File: config.mk
export PLATFORM = sky130hd
export DESIGN_NAME = key_sequence_matcher_unit
export DESIGN_NICKNAME = d
export VERILOG_FILES = /design/src/rtl/ksm_pkg.sv /design/src/rtl/ksm_dict_ram.sv /design/src/rtl/ksm_search.sv /design/src/rtl/key_sequence_matcher_unit.sv
export VERILOG_INCLUDE_DIRS = /design/src /design/src/rtl
export SDC_FILE = /design/constraint.sdc
export NUM_CORES = 2
export LEC_CHECK = 0
export ABC_AREA = 1
export BUFFER_PORTS_ARGS = -buffer_cell sky130_fd_sc_hd__buf_2
export CORE_ASPECT_RATIO = 1.2
export CORE_MARGIN = 2
export CORE_UTILIZATION = 63
export DETAILED_ROUTE_END_ITERATION = 10
export PLACE_DENSITY = 0.79
export RECOVER_POWER = 100
export SKIP_LAST_GASP = 1
export SLEW_MARGIN = 10
export SYNTH_ARGS = -nofsm -noshare
export SYNTH_HDL_FRONTEND = slang
export SYNTH_SLANG_ARGS = --single-unit
File: constraint.sdc
create_clock -name clk -period 6.3 [get_ports clk]
set_input_delay 0.945 -clock clk [delete_from_list [all_inputs] [get_ports clk]]
set_output_delay 0.945 -clock clk [all_outputs]
set_load 0.1 [all_outputs]
File: src/rtl/key_sequence_matcher_unit_defines.svh
// Assertion macros shared by the key sequence matcher RTL.
// No dependencies; define NO_ASSERTIONS to compile the checks away.
`ifndef KEY_SEQUENCE_MATCHER_UNIT_DEFINES_SVH
`define KEY_SEQUENCE_MATCHER_UNIT_DEFINES_SVH
`ifndef NO_ASSERTIONS
// same-cycle implication, clocked on clk, held off during reset
`define KSM_ASSERT_IMPL(label, ante, cons, msg) \
    label: assert property (@(posedge clk) disable iff (!rst_n) (ante) |-> (cons)) \
        else $error(msg);
// next-cycle implication
`define KSM_ASSERT_NEXT(label, ante, cons, msg) \
    label: assert property (@(posedge clk) disable iff (!rst_n) (ante) |=> (cons)) \
        else $error(msg);
`else
`define KSM_ASSERT_IMPL(label, ante, cons, msg)
`define KSM_ASSERT_NEXT(label, ante, cons, msg)
`endif
`endif

File: src/rtl/ksm_pkg.sv
// Types, codes and defaults for the key sequence matcher.
// No dependencies; used by ksm_search and the top level.
package ksm_pkg;

    localparam int MAX_SEQ_LEN_DEF  = 4;
    localparam int DICT_ENTRIES_DEF = 32;
    localparam int KEY_W            = 16;
    localparam int ENTRY_FIELD_W    = 5;
    localparam int SLOT_FIELD_W     = 3;
    localparam int PADDR_W          = 4;
    localparam int PDATA_W          = 32;

    localparam logic [1:0] OP_KEY   = 2'd0;
    localparam logic [1:0] OP_TICK  = 2'd1;
    localparam logic [1:0] OP_WRITE = 2'd2;

    localparam logic [1:0] REG_TIMEOUT   = 2'd0;
    localparam logic [1:0] REG_LEAD_LOW  = 2'd1;
    localparam logic [1:0] REG_LEAD_HIGH = 2'd2;

    localparam logic [7:0] TIMEOUT_RESET = 8'd80;

    typedef struct packed {
        logic [1:0]               operation;
        logic [KEY_W-1:0]         key_code;
        logic                     pressed_now;
        logic                     pressed_before;
        logic                     injected_event;
        logic                     post_clear;
        logic [ENTRY_FIELD_W-1:0] entry_index;
        logic [SLOT_FIELD_W-1:0]  slot_index;
    } item_t;

    typedef struct packed {
        logic [KEY_W-1:0]         out_key;
        logic                     action_fired;
        logic [ENTRY_FIELD_W-1:0] action_entry;
    } result_t;

    typedef struct packed {
        logic go;
        logic exact;
    } srch_req_t;

    typedef struct packed {
        logic done;
        logic hit;
    } srch_rsp_t;

    typedef enum logic [1:0] {
        CTL_IDLE,
        CTL_EXEC,
        CTL_WAIT
    } ctl_state_t;

    typedef enum logic {
        SRCH_IDLE,
        SRCH_SCAN
    } srch_state_t;

endpackage

File: src/rtl/ksm_dict_ram.sv
// Dictionary word store: one write port, one registered read port.
// Depends on nothing; instantiated by the top level.
module ksm_dict_ram #(
    parameter int DEPTH  = 160,
    parameter int ADDR_W = 8,
    parameter int DATA_W = 16
) (
    input  logic              clk,
    input  logic              wr_en,
    input  logic [ADDR_W-1:0] wr_addr,
    input  logic [DATA_W-1:0] wr_data,
    input  logic [ADDR_W-1:0] rd_addr,
    output logic [DATA_W-1:0] rd_data
);

    logic [DATA_W-1:0] mem [DEPTH];

    always_ff @(posedge clk)
    begin
        if (wr_en)
        begin
            mem[wr_addr] <= wr_data;
        end
    end

    always_ff @(posedge clk)
    begin
        rd_data <= mem[rd_addr];
    end

endmodule

File: src/rtl/ksm_search.sv
// Dictionary scan sequencer: one word compare per cycle against the typed keys.
// Depends on ksm_pkg and the assertion macros; drives the read port of ksm_dict_ram.
`include "key_sequence_matcher_unit_defines.svh"
module ksm_search #(
    parameter int MAX_SEQ_LEN  = ksm_pkg::MAX_SEQ_LEN_DEF,
    parameter int DICT_ENTRIES = ksm_pkg::DICT_ENTRIES_DEF,
    parameter int CNT_W        = $clog2(MAX_SEQ_LEN + 1),
    parameter int ENT_W        = (DICT_ENTRIES > 1) ? $clog2(DICT_ENTRIES) : 1,
    parameter int ADDR_W       = $clog2(DICT_ENTRIES * (MAX_SEQ_LEN + 1))
) (
    input  logic                                      clk,
    input  logic                                      rst_n,
    input  ksm_pkg::srch_req_t                        req,
    input  logic [MAX_SEQ_LEN:0][ksm_pkg::KEY_W-1:0]  typed_keys,
    input  logic [CNT_W-1:0]                          typed_count,
    output ksm_pkg::srch_rsp_t                        rsp,
    output logic [ENT_W-1:0]                          hit_entry,
    output logic [ADDR_W-1:0]                         rd_addr,
    input  logic [ksm_pkg::KEY_W-1:0]                 rd_data
);

    import ksm_pkg::*;

    localparam int ENTRY_WORDS = MAX_SEQ_LEN + 1;
    localparam int SLOT_W      = $clog2(MAX_SEQ_LEN + 2);

    srch_state_t       state_reg, state_next;
    logic [ENT_W-1:0]  e_reg, e_next;
    logic [SLOT_W-1:0] s_reg, s_next;
    logic [ADDR_W-1:0] base_reg, base_next;
    logic              exact_reg, exact_next;
    logic              done_reg, done_next;
    logic              hit_reg, hit_next;
    logic [ENT_W-1:0]  hit_entry_reg, hit_entry_next;

    logic [SLOT_W-1:0] count_ext;
    logic              s_in_seq;
    logic [KEY_W-1:0]  operand;
    logic              word_eq;
    logic              last_entry;
    logic              fin;
    logic              fin_hit;
    logic [SLOT_W-1:0] s_inc;

    assign count_ext  = SLOT_W'(typed_count);
    assign s_in_seq   = (s_reg <= count_ext);
    assign operand    = s_in_seq ? typed_keys[s_reg[CNT_W-1:0]] : '0;
    assign word_eq    = (rd_data == operand);
    assign last_entry = (e_reg == ENT_W'(DICT_ENTRIES - 1));
    assign s_inc      = s_reg + 1'b1;

    always_comb
    begin
        state_next = state_reg;
        unique case (state_reg)
            SRCH_IDLE:
            begin
                if (req.go)
                begin
                    state_next = SRCH_SCAN;
                end
            end
            SRCH_SCAN:
            begin
                if (fin)
                begin
                    state_next = SRCH_IDLE;
                end
            end
            default:
            begin
                state_next = SRCH_IDLE;
            end
        endcase
    end

    always_comb
    begin
        fin            = 1'b0;
        fin_hit        = 1'b0;
        e_next         = e_reg;
        s_next         = s_reg;
        base_next      = base_reg;
        exact_next     = exact_reg;
        rd_addr        = base_reg;
        unique case (state_reg)
            SRCH_IDLE:
            begin
                if (req.go)
                begin
                    e_next     = '0;
                    s_next     = '0;
                    base_next  = '0;
                    exact_next = req.exact;
                    rd_addr    = '0;
                end
            end
            SRCH_SCAN:
            begin
                if ((s_reg == '0) && (rd_data == '0))
                begin
                    fin = 1'b1;
                end
                else if (!word_eq)
                begin
                    if (last_entry)
                    begin
                        fin = 1'b1;
                    end
                    else
                    begin
                        e_next    = e_reg + 1'b1;
                        s_next    = '0;
                        base_next = base_reg + ADDR_W'(ENTRY_WORDS);
                        rd_addr   = base_next;
                    end
                end
                else if (s_in_seq && (s_reg == count_ext)
                         && (!exact_reg || (typed_count == CNT_W'(MAX_SEQ_LEN))))
                begin
                    fin     = 1'b1;
                    fin_hit = 1'b1;
                end
                else if (!s_in_seq)
                begin
                    fin     = 1'b1;
                    fin_hit = 1'b1;
                end
                else
                begin
                    s_next  = s_inc;
                    rd_addr = base_reg + ADDR_W'(s_inc);
                end
            end
            default:
            begin
                fin = 1'b1;
            end
        endcase
        done_next      = fin;
        hit_next       = fin & fin_hit;
        hit_entry_next = fin_hit ? e_reg : hit_entry_reg;
    end

    always_ff @(posedge clk or negedge rst_n)
    begin
        if (!rst_n)
        begin
            state_reg <= SRCH_IDLE;
            done_reg  <= 1'b0;
            hit_reg   <= 1'b0;
        end
        else
        begin
            state_reg <= state_next;
            done_reg  <= done_next;
            hit_reg   <= hit_next;
        end
    end

    always_ff @(posedge clk)
    begin
        e_reg         <= e_next;
        s_reg         <= s_next;
        base_reg      <= base_next;
        exact_reg     <= exact_next;
        hit_entry_reg <= hit_entry_next;
    end

    assign rsp.done  = done_reg;
    assign rsp.hit   = hit_reg;
    assign hit_entry = hit_entry_reg;

    `KSM_ASSERT_IMPL(a_go_when_idle, req.go, state_reg == SRCH_IDLE, "scan restarted while running")
    `KSM_ASSERT_IMPL(a_hit_with_done, hit_reg, done_reg, "hit flagged without done")
    `KSM_ASSERT_NEXT(a_fin_done, (state_reg == SRCH_SCAN) && fin, done_reg && (state_reg == SRCH_IDLE), "scan end not reported")

endmodule

File: src/rtl/key_sequence_matcher_unit.sv
// Leader-key sequence matcher top level: command port, APB registers, sequence state.
// Depends on ksm_pkg, ksm_dict_ram, ksm_search and the assertion macros.
//
// An item is taken when start is high and busy is low. Dictionary writes, ticks and key
// events that need no lookup give their result on done from the execute state. A key
// press that extends the sequence, and a key release on an active sequence, scan the
// dictionary one word per cycle through the single word comparator and the dictionary's
// one read port; their result comes from the wait state when the scan ends. Every item
// gives exactly one result, shown on result for the one cycle that done is high; it
// cannot be held off, so the receiver must take it in that cycle. Registers must be
// written over APB only while the block is idle; the block itself does not enforce it.
`include "key_sequence_matcher_unit_defines.svh"
module key_sequence_matcher_unit #(
    parameter int MAX_SEQ_LEN  = ksm_pkg::MAX_SEQ_LEN_DEF,
    parameter int DICT_ENTRIES = ksm_pkg::DICT_ENTRIES_DEF
) (
    input  logic                          clk,
    input  logic                          rst_n,
    input  logic                          start,
    output logic                          busy,
    input  ksm_pkg::item_t                item,
    output logic                          done,
    output ksm_pkg::result_t              result,
    input  logic                          psel,
    input  logic                          penable,
    input  logic                          pwrite,
    input  logic [ksm_pkg::PADDR_W-1:0]   paddr,
    input  logic [ksm_pkg::PDATA_W-1:0]   pwdata,
    output logic [ksm_pkg::PDATA_W-1:0]   prdata,
    output logic                          pready
);

    import ksm_pkg::*;

    localparam int ENTRY_WORDS = MAX_SEQ_LEN + 1;
    localparam int DEPTH       = DICT_ENTRIES * ENTRY_WORDS;
    localparam int ADDR_W      = $clog2(DEPTH);
    localparam int CNT_W       = $clog2(MAX_SEQ_LEN + 1);
    localparam int ENT_W       = (DICT_ENTRIES > 1) ? $clog2(DICT_ENTRIES) : 1;

    ctl_state_t state_reg, state_next;
    item_t      item_reg, item_next;
    result_t    result_reg, result_next;
    logic       done_reg, done_next;

    logic [MAX_SEQ_LEN:0][KEY_W-1:0] typed_keys_reg, typed_keys_next;
    logic [CNT_W-1:0]                typed_count_reg, typed_count_next;
    logic [7:0]                      idle_reg, idle_next;

    logic [7:0]       timeout_reg;
    logic [KEY_W-1:0] lead_low_reg;
    logic [KEY_W-1:0] lead_high_reg;

    srch_req_t         srch_req;
    srch_rsp_t         srch_rsp;
    logic [ENT_W-1:0]  srch_entry;
    logic [ADDR_W-1:0] rd_addr;
    logic [KEY_W-1:0]  rd_data;
    logic              wr_en;
    logic [ADDR_W-1:0] wr_addr;

    logic             accept;
    logic             active;
    logic             leader;
    logic             key_live;
    logic             do_append;
    logic             do_release;
    logic             launch;
    logic [CNT_W-1:0] count_inc;
    logic [7:0]       idle_inc;
    logic             wr_ok;
    logic [ENT_W+ENTRY_FIELD_W-1:0] entry_wide;
    logic             cfg_wr;

    assign accept   = start && !busy;
    assign busy     = (state_reg != CTL_IDLE);
    assign active   = (typed_keys_reg[0] != '0);
    assign leader   = (item_reg.key_code >= lead_low_reg) && (item_reg.key_code <= lead_high_reg);
    assign key_live = (item_reg.operation == OP_KEY) && !item_reg.injected_event
                      && (item_reg.pressed_now || item_reg.pressed_before) && active;
    assign do_append  = key_live && item_reg.pressed_now && !item_reg.pressed_before
                        && (typed_count_reg < CNT_W'(MAX_SEQ_LEN));
    assign do_release = key_live && !item_reg.pressed_now;
    assign launch     = (state_reg == CTL_EXEC) && (do_append || do_release);
    assign count_inc  = typed_count_reg + 1'b1;
    assign idle_inc   = (idle_reg < timeout_reg) ? idle_reg + 8'd1 : idle_reg;
    assign wr_ok      = (32'(item_reg.entry_index) < DICT_ENTRIES)
                        && (32'(item_reg.slot_index) <= MAX_SEQ_LEN);
    assign wr_addr    = ADDR_W'(32'(item_reg.entry_index) * ENTRY_WORDS
                                + 32'(item_reg.slot_index));
    assign entry_wide = {{ENTRY_FIELD_W{1'b0}}, srch_entry};

    assign srch_req.go    = launch;
    assign srch_req.exact = do_release;

    always_comb
    begin
        state_next = state_reg;
        unique case (state_reg)
            CTL_IDLE:
            begin
                if (accept)
                begin
                    state_next = CTL_EXEC;
                end
            end
            CTL_EXEC:
            begin
                state_next = launch ? CTL_WAIT : CTL_IDLE;
            end
            CTL_WAIT:
            begin
                if (srch_rsp.done)
                begin
                    state_next = CTL_IDLE;
                end
            end
            default:
            begin
                state_next = CTL_IDLE;
            end
        endcase
    end

    always_comb
    begin
        item_next        = item_reg;
        result_next      = result_reg;
        done_next        = 1'b0;
        typed_keys_next  = typed_keys_reg;
        typed_count_next = typed_count_reg;
        idle_next        = idle_reg;
        wr_en            = 1'b0;
        unique case (state_reg)
            CTL_IDLE:
            begin
                if (accept)
                begin
                    item_next = item;
                end
            end
            CTL_EXEC:
            begin
                result_next = '0;
                done_next   = !launch;
                unique case (item_reg.operation)
                    OP_KEY:
                    begin
                        if (item_reg.injected_event)
                        begin
                            result_next.out_key = item_reg.key_code;
                        end
                        else if (!item_reg.pressed_now && !item_reg.pressed_before)
                        begin
                            result_next.out_key = leader ? '0 : item_reg.key_code;
                        end
                        else if (!active)
                        begin
                            if (!leader)
                            begin
                                result_next.out_key = item_reg.key_code;
                            end
                            else if (!item_reg.pressed_now)
                            begin
                                typed_count_next   = '0;
                                typed_keys_next[0] = item_reg.key_code;
                            end
                        end
                        else if (item_reg.pressed_now && !item_reg.pressed_before)
                        begin
                            if (do_append)
                            begin
                                typed_count_next           = count_inc;
                                idle_next                  = '0;
                                typed_keys_next[count_inc] = item_reg.key_code;
                            end
                            else
                            begin
                                typed_count_next    = '0;
                                idle_next           = '0;
                                typed_keys_next[0]  = '0;
                                result_next.out_key = item_reg.key_code;
                            end
                        end
                    end
                    OP_TICK:
                    begin
                        if (item_reg.post_clear && active)
                        begin
                            if (idle_inc >= timeout_reg)
                            begin
                                typed_count_next   = '0;
                                idle_next          = '0;
                                typed_keys_next[0] = '0;
                            end
                            else
                            begin
                                idle_next = idle_inc;
                            end
                        end
                    end
                    OP_WRITE:
                    begin
                        wr_en = wr_ok;
                    end
                    default:
                    begin
                        wr_en = 1'b0;
                    end
                endcase
            end
            CTL_WAIT:
            begin
                if (srch_rsp.done)
                begin
                    done_next                = 1'b1;
                    result_next.out_key      = srch_rsp.hit ? '0 : item_reg.key_code;
                    result_next.action_fired = do_release && srch_rsp.hit;
                    result_next.action_entry = (do_release && srch_rsp.hit)
                                               ? entry_wide[ENTRY_FIELD_W-1:0] : '0;
                    if (do_release || !srch_rsp.hit)
                    begin
                        typed_count_next   = '0;
                        idle_next          = '0;
                        typed_keys_next[0] = '0;
                    end
                end
            end
            default:
            begin
                done_next = 1'b0;
            end
        endcase
    end

    always_ff @(posedge clk or negedge rst_n)
    begin
        if (!rst_n)
        begin
            state_reg       <= CTL_IDLE;
            done_reg        <= 1'b0;
            typed_keys_reg  <= '0;
            typed_count_reg <= '0;
            idle_reg        <= '0;
        end
        else
        begin
            state_reg       <= state_next;
            done_reg        <= done_next;
            typed_keys_reg  <= typed_keys_next;
            typed_count_reg <= typed_count_next;
            idle_reg        <= idle_next;
        end
    end

    always_ff @(posedge clk)
    begin
        item_reg   <= item_next;
        result_reg <= result_next;
    end

    // configuration registers
    assign cfg_wr = psel && penable && pwrite && pready;
    assign pready = 1'b1;

    always_ff @(posedge clk or negedge rst_n)
    begin
        if (!rst_n)
        begin
            timeout_reg   <= TIMEOUT_RESET;
            lead_low_reg  <= '0;
            lead_high_reg <= '0;
        end
        else if (cfg_wr)
        begin
            unique case (paddr[3:2])
                REG_TIMEOUT:   timeout_reg   <= pwdata[7:0];
                REG_LEAD_LOW:  lead_low_reg  <= pwdata[KEY_W-1:0];
                REG_LEAD_HIGH: lead_high_reg <= pwdata[KEY_W-1:0];
                default:       timeout_reg   <= timeout_reg;
            endcase
        end
    end

    always_comb
    begin
        unique case (paddr[3:2])
            REG_TIMEOUT:   prdata = {24'd0, timeout_reg};
            REG_LEAD_LOW:  prdata = {16'd0, lead_low_reg};
            REG_LEAD_HIGH: prdata = {16'd0, lead_high_reg};
            default:       prdata = '0;
        endcase
    end

    ksm_dict_ram #(
        .DEPTH  (DEPTH),
        .ADDR_W (ADDR_W),
        .DATA_W (KEY_W)
    ) u_dict (
        .clk     (clk),
        .wr_en   (wr_en),
        .wr_addr (wr_addr),
        .wr_data (item_reg.key_code),
        .rd_addr (rd_addr),
        .rd_data (rd_data)
    );

    ksm_search #(
        .MAX_SEQ_LEN  (MAX_SEQ_LEN),
        .DICT_ENTRIES (DICT_ENTRIES),
        .CNT_W        (CNT_W),
        .ENT_W        (ENT_W),
        .ADDR_W       (ADDR_W)
    ) u_search (
        .clk         (clk),
        .rst_n       (rst_n),
        .req         (srch_req),
        .typed_keys  (typed_keys_reg),
        .typed_count (typed_count_reg),
        .rsp         (srch_rsp),
        .hit_entry   (srch_entry),
        .rd_addr     (rd_addr),
        .rd_data     (rd_data)
    );

    assign done   = done_reg;
    assign result = result_reg;

    `KSM_ASSERT_NEXT(a_busy_after_accept, accept, busy, "item taken but block not busy")
    `KSM_ASSERT_IMPL(a_fire_swallows, done && result.action_fired, result.out_key == '0, "fired item passed a key")
    `KSM_ASSERT_NEXT(a_scan_reported, (state_reg == CTL_WAIT) && srch_rsp.done, done && !busy, "scan result not delivered")
    `KSM_ASSERT_IMPL(a_count_bound, 1'b1, typed_count_reg <= CNT_W'(MAX_SEQ_LEN), "sequence count out of range")

endmodule

==> impl_metrics.py <==
metrics = {
    "place": {
        "dp_hpwl_um": 185000,
        "dpl_worst_slack_ns": 0.664,
        "io_buffer_count": 93,
        "gp_congestion": 0.929,
    },
    "timing": {
        "slew_headroom_pct": -205,
        "slew_violations": 2738,
        "finalHoldViolCount": 0,
        "setup_viol": 48,
        "rsz0062_at_grt": "false",
        "worstMarginPinSlew_ns": 4.58,
        "period_needed_ns": 6.53,
        "timing.final.crit_share_pct": 104,
        "setup_slack_ns": -0.234,
        "fmax_mhz": 153,
        "finClkSkew_ns": 0.0503,
    },
    "critical_path": {
        "crit_family": "simple AND/OR/NAND/NOR gates",
        "crit_chain": "o21ai_0 > nand4_1 > nor3_1 > nand2_1 > nor2_1 > buf_4",
        "crit_path_max_fanout": 10,
        "cp.required_ns": 6.92,
        "critical_path_class": "reg -> reg",
        "cpPeakStageDelay_ns": 1.41,
        "cp_slowest_cell": "o21ai_0",
        "critPathLaunchType": "flop",
        "crit_path_end_kind": "flop",
        "critPathBufInv": 1,
        "critical_path_arrival_ns": 7.15,
    },
    "floorplanning": {
        "initial_utilization_pct": 63.6,
        "dieArea_sq_um": 197000,
        "rows": 176,
        "fp.dieH_um": 486,
        "core_area_sq_um": 192000,
        "fp.dieW_um": 406,
        "io_pins": 129,
    },
    "clocking": {
        "clockBufferDepth": 4,
        "clk_pin_slew_ns": 0.06,
        "cts_resized": 0,
        "post_cts_buffers": 0,
        "cts_tree": "done",
        "clock_sinks": 2787,
        "cts_made_buffers": 284,
        "htree_levels": 5,
        "cts-hold-fix-buffers": 1,
        "root_buffer": "clkbuf_16",
        "clkLatencyLatePin_ns": 0.96,
    },
    "pwr": {
        "power.density_nw_per_um2": 542,
        "p_leak_nw": 50.5,
        "vdd_drop_max_v": 0.000505,
        "p_total_mw": 72.3,
    },
    "routing": {
        "viasPerCell": 6.19,
        "wl_per_cell_um": 24.4,
        "drtAntennaViolNets": 0,
        "drt_first_pass_iters": 8,
        "drc": 0,
        "vias": 84700,
        "drt-initial-drc-count": 12200,
        "routed_wirelength_um": 334000,
    },
    "logic_synthesis": {
        "ys_seq_area_share_pct": 67.9,
        "synthArstFlopShare_pct": 4.92,
        "synthDominantCellAreaShare_pct": 64.8,
        "yosys_register_bits": 2787,
        "synthFlopType": "edfxtp_1",
        "synth_area_per_cell_sq_um": 11.2,
        "synth_area_leaders": "edfxtp_1 (65%), nand3_1 (8.4%), nand2_1 (6.2%)",
        "yosysTopAreaCell": "edfxtp_1",
        "yosysUniqueCellTypes": 56,
        "syn-cell-area_sq_um": 122000,
        "synth_edf_count": 2634,
        "yosys_warnings": 0,
        "synthCells": 10900,
    },
    "cells_and_area": {
        "drive_gt1_share_pct": 6.35,
        "areaGrowthSynthToFinish_pct": 9.32,
        "largest_register_ffs": 2560,
        "nNetsFinal": 11000,
    },
    "global_routing": {
        "overflow": 0,
        "antenna_found_initial": 11,
        "grt_pass1_wl_um": 494000,
        "grt_pass1_vias": 81800,
        "grt_start_max_net_pins": 174,
        "track_usage_pct": 33.5,
    },
    "hold_path": {
        "min_path_type": "in -> reg",
    },
    "status": {
        "status": "finished with violations",
        "violations": "capacitance limit, slew limit, setup timing",
    },
    "run": {
        "maxCapViolCount": 46,
    },
}
==> routing by layer <==
metal  up-vias  share of wire [%]  global-route usage (%)
met4         4                6.5                    20.2
met3       975                 11                    6.79
met2      5360                 47                    52.0
li1      37700                  -                       -
met1     40700                 36                    43.9
met5         -             0.0090                       0
==> kinds of logic (layout without fill, tap and decap cells) <==
| family | Yosys count | count (layout) | synth area share [%] |
|---|---|---|---|
| XOR/XNOR | 23 | 23 | 0.165 |
| multiplexers | 1 | 1 | 0.00820 |
| AND/OR/NAND/NOR | 5109 | 5109 | 19.9 |
| AO/OA/AOI/OAI | 853 | 853 | 4.33 |
| flip-flops | 2787 | 2787 | 67.9 |
| buffers and inverters | 2018 | 2223 | 6.92 |
| other | 2 | 24 | 0.00615 |
| adder cells (fa/ha/maj) | 81 | 81 | 0.843 |
==> area by class of cell <==
type | instances | area, sq um
Antenna cell | 7 | 17.5
Clock buffer | 375 | 7720
Clock inverter | 113 | 948
Fill cell | 13100 | 58600
Inverter | 1305 | 4930
Multi-Input combinational cell | 6084 | 30900
Sequential cell | 2787 | 82800
Tap cell | 2581 | 3230
Timing Repair Buffer | 430 | 2850
==> metrics by stage <==
step	hold slack, ns	cells	cell area, sq um	utilization (%)	TNS [ns]
after floorplan	0.426	10900	122000	-	0
after global placement	0.434	13200	126000	65.4	0
after detailed placement	0.453	13200	126000	65.4	0
after CTS	0.121	13700	134000	69.9	0
after global routing	0.150	13700	133000	69.5	0
final	0.173	13700	133000	69.5	-3.09
==> worst register-to-register path, stage by stage (launching register included) <==
cell	delay, ns
edfxtp_1	0.41
o21ai_0	1.41
nand4_1	1.14
nor3_1	0.67
nand2_1	1.21
nor2_1	1.03
buf_4	0.34
==> synthesized netlist by cell type (all sizes together) (3+ instances only) <==
cell type / count
nand2: 2017
ha: 79
nor2: 345
dfrtp: 135
o221ai: 9
a21boi: 3
nor3: 14
a21oi: 51
nor4: 7
o21a: 5
o211ai: 306
inv: 1304
clkbuf: 316
nand3b: 563
nand4: 32
edfxtp: 2634
a31oi: 16
o21ai: 363
o22ai: 90
dfxtp: 16
buf: 397
xor2: 22
or2: 82
nand3: 2047
==> power by group <==
group,leakage [nW],internal [mW],switching [mW]
sequential,25.7,21.6,0.317
combinational,20.6,8.78,25.5
clock,4.21,9.22,6.86
total,50.5,39.6,32.7
==> placed cells by master (no fill, tap or decap), types with 44 or more instances in the layout <==
cell / netlist / routed
ha_1: 79 / 79
nor2_1: 341 / 341
clkinv_1: 1 / 44
a21oi_1: 50 / 50
clkbuf_2: 0 / 66
inv_1: 1296 / 1296
o21ai_0: 358 / 358
dfrtp_1: 135 / 135
nand3_1: 2044 / 2045
clkbuf_16: 0 / 293
buf_2: 233 / 47
buf_4: 122 / 70
nand2_1: 2014 / 2014
clkbuf_1: 316 / 265
buf_12: 0 / 49
o211ai_1: 306 / 306
nand3b_1: 563 / 563
edfxtp_1: 2634 / 2634
or2_2: 69 / 69
o22ai_1: 89 / 88
==> final timing paths <==
check | startpoint | endpoint | slack, ns | cells after the start
max | item_reg[1]$_DFFE_PP_ | u_dict.mem[57][15]$_DFFE_PP_ | -0.23 | 6
min | item[0] | item_reg[0]$_DFFE_PP_ | 0.17 | 1
max reg2reg | item_reg[1]$_DFFE_PP_ | u_dict.mem[57][15]$_DFFE_PP_ | -0.23 | 6
min reg2reg | u_search.e_reg[3]$_SDFFCE_PN0P_ | u_search.hit_entry[3]$_DFFE_PP_ | 0.45 | 0
max in group asynchronous | rst_n | typed_keys_reg[42]$_DFFE_PN0P_ | 1.39 | 3
min in group asynchronous | rst_n | lead_high_reg[1]$_DFFE_PN0P_ | 1.62 | 2
(Power assumes the default switching activity.)
